`src/rtl/elln_pkg.sv`:
```
package elln_pkg;

  localparam int EMBED_DIM = 64;
  localparam int VOCAB_SIZE = 256;
  localparam int COL_W = $clog2(EMBED_DIM);
  localparam int ROW_W = $clog2(VOCAB_SIZE);
  localparam int ADDR_W = ROW_W + COL_W;
  localparam int INV_DEPTH = 256;
  localparam int SUM_W = 8 + COL_W + 1;
  localparam int SQ_W = 18 + COL_W;

  localparam logic [2:0] OP_WR_TABLE = 3'd0;
  localparam logic [2:0] OP_WR_GAIN = 3'd1;
  localparam logic [2:0] OP_WR_BIAS = 3'd2;
  localparam logic [2:0] OP_WR_INV = 3'd3;
  localparam logic [2:0] OP_TOKEN = 3'd4;

  typedef enum logic [2:0] {
    ST_IDLE,
    ST_SUM,
    ST_MEAN,
    ST_SQ,
    ST_VAR,
    ST_EMIT
  } state_t;

  typedef struct packed {
    logic clr;
    logic rd;
    logic [COL_W-1:0] col;
    logic acc_sum;
    logic acc_sq;
    logic take_mean;
    logic take_var;
    logic take_inv;
    logic emit;
    logic last;
  } cmd_t;

  typedef struct packed {
    logic out_busy;
  } sts_t;

endpackage

```
`src/rtl/elln_ctrl.sv`:
```
module elln_ctrl
  import elln_pkg::*;
(
  input  logic             clk,
  input  logic             rst,
  input  logic             start,
  input  sts_t             sts,
  output logic             busy,
  output cmd_t             cmd
);

  state_t state, state_next;
  logic [COL_W:0] cnt, cnt_next;
  logic [1:0] wait_cnt, wait_cnt_next;

  always_ff @(posedge clk) begin
    if (rst) begin
      state <= ST_IDLE;
      cnt <= '0;
      wait_cnt <= '0;
    end else begin
      state <= state_next;
      cnt <= cnt_next;
      wait_cnt <= wait_cnt_next;
    end
  end

  // read issued at cnt, data back in the next cycle (cnt-1 consumed)
  always_comb begin
    state_next = state;
    cnt_next = cnt;
    wait_cnt_next = wait_cnt;
    cmd = '0;
    cmd.col = cnt[COL_W-1:0];
    busy = (state != ST_IDLE);
    unique case (state)
      ST_IDLE: begin
        if (start) begin
          cmd.clr = 1'b1;
          state_next = ST_SUM;
          cnt_next = '0;
        end
      end
      ST_SUM: begin
        cmd.rd = (cnt < (COL_W+1)'(EMBED_DIM));
        cmd.acc_sum = (cnt != '0);
        cnt_next = cnt + 1'b1;
        if (cnt == (COL_W+1)'(EMBED_DIM)) begin
          state_next = ST_MEAN;
          cnt_next = '0;
        end
      end
      ST_MEAN: begin
        cmd.take_mean = 1'b1;
        state_next = ST_SQ;
      end
      ST_SQ: begin
        cmd.rd = (cnt < (COL_W+1)'(EMBED_DIM));
        cmd.acc_sq = (cnt != '0);
        cnt_next = cnt + 1'b1;
        if (cnt == (COL_W+1)'(EMBED_DIM)) begin
          state_next = ST_VAR;
          cnt_next = '0;
          wait_cnt_next = '0;
        end
      end
      ST_VAR: begin
        wait_cnt_next = wait_cnt + 1'b1;
        cmd.take_var = (wait_cnt == 2'd0);
        cmd.take_inv = (wait_cnt == 2'd2);
        if (wait_cnt == 2'd2) begin
          state_next = ST_EMIT;
          cnt_next = '0;
        end
      end
      ST_EMIT: begin
        // one element per step, gated by the output register
        if (!sts.out_busy) begin
          cmd.rd = 1'b1;
          cmd.emit = 1'b1;
          cmd.last = (cnt == (COL_W+1)'(EMBED_DIM - 1));
          cnt_next = cnt + 1'b1;
          if (cmd.last) begin
            state_next = ST_IDLE;
          end
        end
      end
      default: state_next = ST_IDLE;
    endcase
  end

`ifndef SYNTHESIS
  a_emit_only_free: assert property (@(posedge clk) disable iff (rst)
    cmd.emit |-> !sts.out_busy) else $error("emit while output busy");
  a_last_ends: assert property (@(posedge clk) disable iff (rst)
    cmd.last |=> state == ST_IDLE) else $error("last did not end run");
  a_cnt_range: assert property (@(posedge clk) disable iff (rst)
    cnt <= (COL_W+1)'(EMBED_DIM)) else $error("counter overrun");
`endif

endmodule

```
`config.mk`:
```
export PLATFORM = sky130hd
export DESIGN_NAME = elln_ctrl
export DESIGN_NICKNAME = d
export VERILOG_FILES = /design/src/rtl/elln_pkg.sv /design/src/rtl/elln_ctrl.sv
export SDC_FILE = /design/constraint.sdc
export NUM_CORES = 1
export LEC_CHECK = 0
export ABC_AREA = 1
export BUFFER_PORTS_ARGS = -buffer_cell sky130_fd_sc_hd__buf_2
export CAP_MARGIN = 20
export CORE_MARGIN = 2
export CORE_UTILIZATION = 55
export DETAILED_ROUTE_END_ITERATION = 7
export PLACE_DENSITY = 0.77
export SLEW_MARGIN = 20
export SYNTH_ARGS = -nofsm -noshare
export SYNTH_HDL_FRONTEND = slang
export SYNTH_SLANG_ARGS = --single-unit
```
`constraint.sdc`:
```
create_clock -name clk -period 3.5 [get_ports clk]
set_input_delay 0.525 -clock clk [delete_from_list [all_inputs] [get_ports clk]]
set_output_delay 0.525 -clock clk [all_outputs]
set_load 0.05 [all_outputs]
```
======== Word level (Yosys, flattened, before mapping) ========
Index checks and enable logic that the tools add are counted.
cells by class
  add/subtract/negate cells ............... 2
  multiply operators ...................... 0
  divide/modulo/power cells ............... 0
  magnitude comparators ................... 1
  equality and inequality tests ........... 14
  shifts and indexed selects .............. 0
  multiplexer cells ....................... 24
  bitwise gates (word level) .............. 0
  reductions and logical operators ........ 10
operator list
  kind                   count
  $mux W7                4
  $pmux W7 S4            1
  $mux W3                6
  $pmux W3 S6            1
  $ne A2 B2 Y1 const B   6
  $mux W2                4
  $add A7 B1 Y7 const B  1
  $eq A7 B6 Y1 const B   1
  $eq A7 B7 Y1 const B   1
  $lt A7 B7 Y1 const B   1
  $reduce_bool A7 Y1     1
  $eq A3 B2 Y1 const B   2
  $eq A3 B3 Y1 const B   2
  $mux W1                6
  $reduce_and A6 Y1      1
  $pmux W2 S2            1
  $reduce_and A4 Y1      1
  $reduce_bool A4 Y1     1
  $eq A3 B1 Y1 const B   1
  $logic_not A3 Y1       1
  $reduce_bool A3 Y1     1
  $add A2 B1 Y2 const B  1
  $eq A2 B2 Y1 const B   1
  $logic_not A2 Y1       1
  other kinds (4)        4
word-level totals
  bits in registers ....................... 12
  latch bits .............................. 0
  RAM bits ................................ 0
  bits in read-only memories .............. 0
  input bits .............................. 4
  output and inout port bits .............. 16
  word-level logic and storage cells ...... 54
  memories kept ........................... 0

======== Logic depth before layout (Yosys ltp) ========
Gate-level depths: netlist (run 1).
  word-level depth ........................ 4
  gate-level depth with buffers ........... 10
  depth with buffers taken out ............ 10

======== Least setup slack after synthesis (run 1) ========
OpenSTA, ideal clock, no wires.
  path type ............................... register -> output
  start point ............................. reg cnt[0]
  end point ............................... out cmd[6] in the netlist's numbering
  arrival ................................. 2276 ps
  path slack .............................. 699 ps
  cell stages (with the launch flop) ...... 8
  cell sequence ........................... dfxtp_1 inv_1 ha_1 nand2_1 nor2_1 nand2_1 nor2_1 nor4_1
RTL lines
  what                    RTL line         source
  start, declared         elln_ctrl.sv:13  logic [COL_W:0] cnt, cnt_next;
  start signal, assigned  elln_ctrl.sv:23  cnt <= cnt_next;
  end, declared           elln_ctrl.sv:9   output cmd_t cmd

==> summary.txt, run 1 <==
Floorplanning
  – Standard-cell rows: 15
  – Top-level port count: 20
  – Die span in x: 45.6 um
  – Core footprint: roughly 1700 sq um
  – Die area: 2080 sq um
  – Die Ht: about 46 um
  – Initial cell density of the core: 56.9%

Finish
  – Cell Count, Final, Fillers Out: about 190
  – Total number of nets in the final design: 179
  – # fillers: about 170
  – Fraction of layout instances using a drive strength above 1: between 20% and 30%
  – Diodes inserted: 0
  – Final cell utilization of the core: 62.8%
  – Area growth from synthesis to final layout: 10.5%

Clock tree
  – Clock sink count: 12
  – Source-to-sink clock delay at the later pin of the worst-skew pair: about 0.29 ns
  – Hold buffer count at CTS: 0
  – Clock-pin slew reported for the worst setup and hold paths after clock tree synthesis: approximately 0.08 ns
  – Post-CTS sizing: 0
  – Root Buffer Master: sky130_fd_sc_hd__clkbuf_4
  – Number of buffers created by CTS: 3
  – Post-CTS Setup Inserts: 0
  – Worst-case clock buffer depth: 2
  – TritonCTS clock tree: yes
  – Deepest level of the CTS H-tree: 1

Timing
  – Number of pins exceeding their max-slew limit in the final report: 0
  – F_max: roughly 450 MHz
  – Total Negative Setup Slacks: 0 ns
  – Final worst hold slack: between 0.4 and 0.5 ns
  – Final setup vio count: 0
  – Worst-case headroom to the max-slew limit: between 70% and 80%
  – Shortest clock period the worst path allows after layout: 2.23 ns
  – Unrepaired setup endpoints after global routing: false
  – Final count of hold timing violations: 0
  – Final Worst Setup Slack: 1.27 ns
  – Final worst clock skew: 0.00165 ns
  – Tcrit/Tclk final: 63.7%
  – Transition time of the tightest slew-check pin: 0.428 ns

Yosys
  – Synth area leader: sky130_fd_sc_hd__dfxtp_1
  – Area contributors post-synth: sky130_fd_sc_hd__dfxtp_1 (25%), sky130_fd_sc_hd__nand2_1 (15%), sky130_fd_sc_hd__nor2_1 (8.7%)
  – Syn_area_per_cell: 6.17 sq um
  – Synth warn: 0
  – Post-Synthesis Cells: approximately 150
  – Top cell types by occurrence after synthesis: sky130_fd_sc_hd__nand2_1 (39), sky130_fd_sc_hd__nor2_1 (22), sky130_fd_sc_hd__inv_1 (20)
  – Post-synth ARST share: 0%
  – Synthesized netlist net count: 162
  – Share of the yosys chip area belonging to registers: 25.3%
  – Post-synth design cell area: 950 sq um
  – Top-count cell post-synth: sky130_fd_sc_hd__nand2_1
  – Unique cell type count in the Yosys netlist: 23
  – Post-synth EDFFs: 0
  – Seq cells post-synth: 12
  – Share of the synthesized area in the top cell type: between 20% and 30%
  – Most used flip-flop cell after synthesis: sky130_fd_sc_hd__dfxtp_1

GRT
  – Overall track demand over capacity in global routing: 23.1%
  – Number of global-route vias before repair: 802
  – Largest net degree at the start of global routing: 13
  – Antenna violations before repair: 0
  – Global route total overflow: 0
  – First-pass GRT wire length: 3400 um

Hold path
  – Hold EP: cnt[6]
  – Launch point of the worst hold path: rst
  – Hold-critical path depth: 2
  – Type of the worst min-delay path: in2reg

Setup path
  – Endpoint type of the worst setup path: output port
  – R2r setup slk: 1.95 ns
  – Crit path cell chain: inv_1, ha_1, nand2_1, nor2_1, nand2_1, nor2_1, nor4_1, buf_2
  – Slowest-stage cell, CP: sky130_fd_sc_hd__dfxtp_1
  – Slowest stage delay, CP: 0.40 ns
  – Launching point of the worst reg2reg path: cnt[0]
  – Arrival time of the worst setup path: 1.71 ns
  – Max Fanout on Critical Path: 5
  – Worst R2R End: cnt[0]
  – Crit path kind: reg2out
  – Worst path required time: 2.97 ns
  – Reg2reg path depth: 9
  – Type of origin of the critical path: register

Routing
  – Violation count after the first detailed-routing iteration: 19
  – Wirelength, routed: 2050 um
  – Via density: 5.31
  – Routed WL per cell: 11.0 um
  – Count of vias placed by the detailed router: 993
  – Number of nets still failing antenna checks after routing: 0
  – # DRC: 0
  – Number of optimization iterations in the first detailed-route pass: 4

Status
  – Outcome: finished clean

Placement
  – Inst Count DP: roughly 180
  – # port buffers: 19
  – Worst setup timing slack at the placement stage: 1.57 ns
  – Sum of net half-perimeters after detailed placement: around 1600 um
  – Routability-driven placement congestion ratio: 0.898

Power
  – Power density normalized to cell area: 907 nW/um^2
  – Leak Pwr: 0.000547 uW
  – Maximum vdd ir drop: 0.453 mV

Job
  – Number of max-cap violations: 0
-- cells by family after synthesis --
family	after synthesis	share of synthesized area, %
buffers and inverters	30	14.9
XOR/XNOR	1	0.922
AND/OR/NAND/NOR	89	43.0
AO/OA/AOI/OAI	18	10.7
adder cells (fa/ha/maj)	4	5.27
flip-flops	12	25.3
-- worst max path at each step --
stage,end,startpoint,cells after the start
6_report,cmd[6],cnt[0],8
3_5_place_dp,cmd[6],cnt[0],8
4_1_cts,cmd[6],cnt[0],8
5_1_grt,cmd[6],cnt[0],8
3_3_place_gp,cmd[6],cnt[0],8
2_1_floorplan,cmd[6],cnt[0],7
-- final cells by class --
cell class	instances	area (sq um)	area share [%]
multi-input combinational	112	568	54.1
timing repair buffer	19	95.1	9.06
clock buffer	4	36.3	3.46
tap	17	21.3	2.03
inverter	23	88.8	8.46
sequential	12	240	22.9
-- report_power, final --
group | internal (uW) | switching, uW | leakage [uW] | total [uW]
clock | 63.5 | 53.2 | 0.0000210 | 117
combinational | 165 | 449 | 0.000428 | 614
sequential | 167 | 54.8 | 0.0000979 | 222
-- cell usage in the layout, fill, tap and decap left out, types with 2 or more instances in the layout --
cell,n
sky130_fd_sc_hd__nand2_1,39
sky130_fd_sc_hd__nor2_1,22
sky130_fd_sc_hd__inv_1,20
sky130_fd_sc_hd__buf_2,19
sky130_fd_sc_hd__dfxtp_1,12
sky130_fd_sc_hd__nand3_1,11
sky130_fd_sc_hd__a21oi_1,9
sky130_fd_sc_hd__o21ai_0,5
sky130_fd_sc_hd__ha_1,4
sky130_fd_sc_hd__nand3_2,3
sky130_fd_sc_hd__nor3_1,3
sky130_fd_sc_hd__nor2_2,3
sky130_fd_sc_hd__nand2_2,3
sky130_fd_sc_hd__clkbuf_4,3
sky130_fd_sc_hd__inv_2,2
sky130_fd_sc_hd__nand4_1,2
sky130_fd_sc_hd__o21ai_2,2
-- metal layers --
metal | GRT usage, % | vias up | routed length, um
met5 | 0 | - | 0
met4 | 10.6 | 0 | 44
met3 | 5.95 | 7 | 104
met2 | 36.9 | 33 | 938
met1 | 28.7 | 436 | 966
li1 | - | 517 | -
-- per-stage QoR --
step | total power [uW] | instance area, sq um
floorplan | 736 | 950
global placement | 825 | 1010
detailed placement | 838 | 1010
CTS | 952 | 1050
global route | 1030 | 1050
finish | 952 | 1050
-- worst max-delay path: cells and delay by family, from the launching register on --
family                     cells  cell delay, ns
adders and majority gates      1            0.21
buffers and inverters          2            0.40
DFF                            1            0.40
and+or+nand+nor                5            0.40
-- registers in the layout, indices dropped and copies added, names as in the netlist --
| name | count |
|---|---|
| wait_cnt | 2 |
| state | 3 |
| cnt | 7 |
Power figures use the tool's default switching activity.
==> run 2, diff against run 1 <==
CORE_UTILIZATION = 53   (was 55)
PLACE_DENSITY = 0.75   (was 0.77)
clock period = 2.3 ns   (was 3.5 ns; I/O delays follow)
==> summary.txt, run 2 (synthesis results as in run 1) <==
Floorplanning
  – Top-level port count: 20
  – Core footprint: 1710 sq um
  – Die Ht: 46.3 um
  – Standard-cell rows: 15
  – Initial cell density of the core: 55.6%
  – Die span in x: 46.3 um
  – Die area: 2150 sq um

GRT
  – Number of global-route vias before repair: around 770
  – Antenna violations before repair: 0
  – Largest net degree at the start of global routing: 13
  – First-pass GRT wire length: 3260 um
  – Overall track demand over capacity in global routing: 21.3%
  – Global route total overflow: 0

Timing
  – Final count of hold timing violations: 0
  – Tcrit/Tclk final: 88.6%
  – Number of pins exceeding their max-slew limit in the final report: 0
  – Worst-case headroom to the max-slew limit: 70.8%
  – Final worst clock skew: 0.00539 ns
  – F_max: about 490 MHz
  – Final Worst Setup Slack: around 0.26 ns
  – Total Negative Setup Slacks: 0 ns
  – Transition time of the tightest slew-check pin: 0.438 ns
  – Shortest clock period the worst path allows after layout: around 2 ns
  – Unrepaired setup endpoints after global routing: false
  – Final setup vio count: 0

Routing
  – # DRC: 0
  – Number of nets still failing antenna checks after routing: 0
  – Routed WL per cell: 10.6 um
  – Violation count after the first detailed-routing iteration: 27
  – Top metal layer carrying routed signals: met4
  – Total length of routed met3 wires: between 100 and 150 um
  – Number of optimization iterations in the first detailed-route pass: 4
  – Via density: 4.97
  – DRT met1 WL: about 950 um
  – Count of vias placed by the detailed router: 970
  – Sum of met2 wire segment lengths after detailed routing: 980 um
  – Wirelength, routed: 2070 um

Finish
  – Fraction of layout instances using a drive strength above 1: 23.5%
  – Most frequent cells in the layout: sky130_fd_sc_hd__nand2_1 (39), sky130_fd_sc_hd__nor2_1 (22), sky130_fd_sc_hd__inv_1 (20)
  – Registers with the most flip-flops: cnt (7), state (3), wait_cnt (2)
  – Final cell utilization of the core: between 60% and 70%
  – Register ranked first by flip-flop count: cnt
  – Total number of nets in the final design: about 180
  – Most frequent standard cell in the layout excluding fill and tap cells: sky130_fd_sc_hd__nand2_1
  – Flip-flop count of the largest register after layout: 7
  – Area growth from synthesis to final layout: 12.3%
  – Diodes inserted: 0

Clock tree
  – Hold buffer count at CTS: 0
  – Root Buffer Master: sky130_fd_sc_hd__clkbuf_4
  – Deepest level of the CTS H-tree: 1
  – Post-CTS sizing: 0
  – Worst-case clock buffer depth: 2
  – Number of buffers created by CTS: 3
  – Post-CTS Setup Inserts: 0
  – TritonCTS clock tree: yes
  – Clock-pin slew reported for the worst setup and hold paths after clock tree synthesis: approximately 0.09 ns
  – Source-to-sink clock delay at the later pin of the worst-skew pair: ~0.27 ns
  – Clock sink count: 12

Job
  – Number of max-cap violations: 0

Placement
  – Worst setup timing slack at the placement stage: 0.591 ns
  – Routability-driven placement congestion ratio: 0.893
  – Sum of net half-perimeters after detailed placement: 1620 um
  – # port buffers: 19

Power
  – Maximum vdd ir drop: 0.671 mV
  – Leak Pwr: 0.000548 uW
  – Power density normalized to cell area: 1370 nW/um^2

Setup path
  – Endpoint type of the worst setup path: output port
  – Crit path kind: reg2out
  – Worst path required time: 1.96 ns
  – Arrival time of the worst setup path: 1.69 ns
  – Type of origin of the critical path: register
  – Max Fanout on Critical Path: 5

Hold path
  – Type of the worst min-delay path: in2reg

Status
  – Outcome: finished clean
==> run 2: cell counts in the layout (fill, tap and decap cells not counted) <==
Identical to the previous run, type by type.
==> run 2: through the flow <==
step	area, sq um	hold slack [ns]	total power, uW	instances
4_1_cts	1070	0.316	1470	195
6_report	1070	0.320	1460	195
3_3_place_gp	1030	0.446	1270	191
2_1_floorplan	956	0.414	1130	154
3_5_place_dp	1030	0.461	1290	191
5_1_grt	1070	0.333	1580	195
==> run 2: routing by layer <==
| layer | vias to the layer above | track usage [%] |
|---|---|---|
| met5 | - | 0 |
| met4 | 0 | 8.57 |
| met3 | 2 | 2.35 |
| met2 | 32 | 35.3 |
| met1 | 423 | 28.0 |
| li1 | 513 | - |
==> run 2: final cells by class <==
type                    instances  area (sq um)
multi-input cells             112           574
inverters                      23          88.8
clock buffers                   4          36.3
well taps                      25          31.3
fillers                       175           642
flip-flops and latches         12           240
repair buffers                 19          95.1
==> run 2: final timing paths <==
kind,startpoint,to,slack (ns),cells past startpoint
max,cnt[1],cmd[0],0.26,6
min,rst,cnt[5],0.32,2
max reg2reg,state[2],cnt[0],0.78,7
min reg2reg,wait_cnt[0],wait_cnt[0],0.47,1
==> run 2: report_power, final <==
group	internal, uW	switching, uW
sequential	254	83.6
combinational	251	697
clock	96.1	75.9
==> run 2: worst max-delay path, cell delays in order, from the launching register on <==
cell and delay [ns]:
sky130_fd_sc_hd__dfxtp_1 0.41, sky130_fd_sc_hd__ha_1 0.25, sky130_fd_sc_hd__nand3_1 0.14, sky130_fd_sc_hd__inv_1 0.10, sky130_fd_sc_hd__nand2_1 0.09, sky130_fd_sc_hd__nor3_1 0.13, sky130_fd_sc_hd__buf_2 0.29
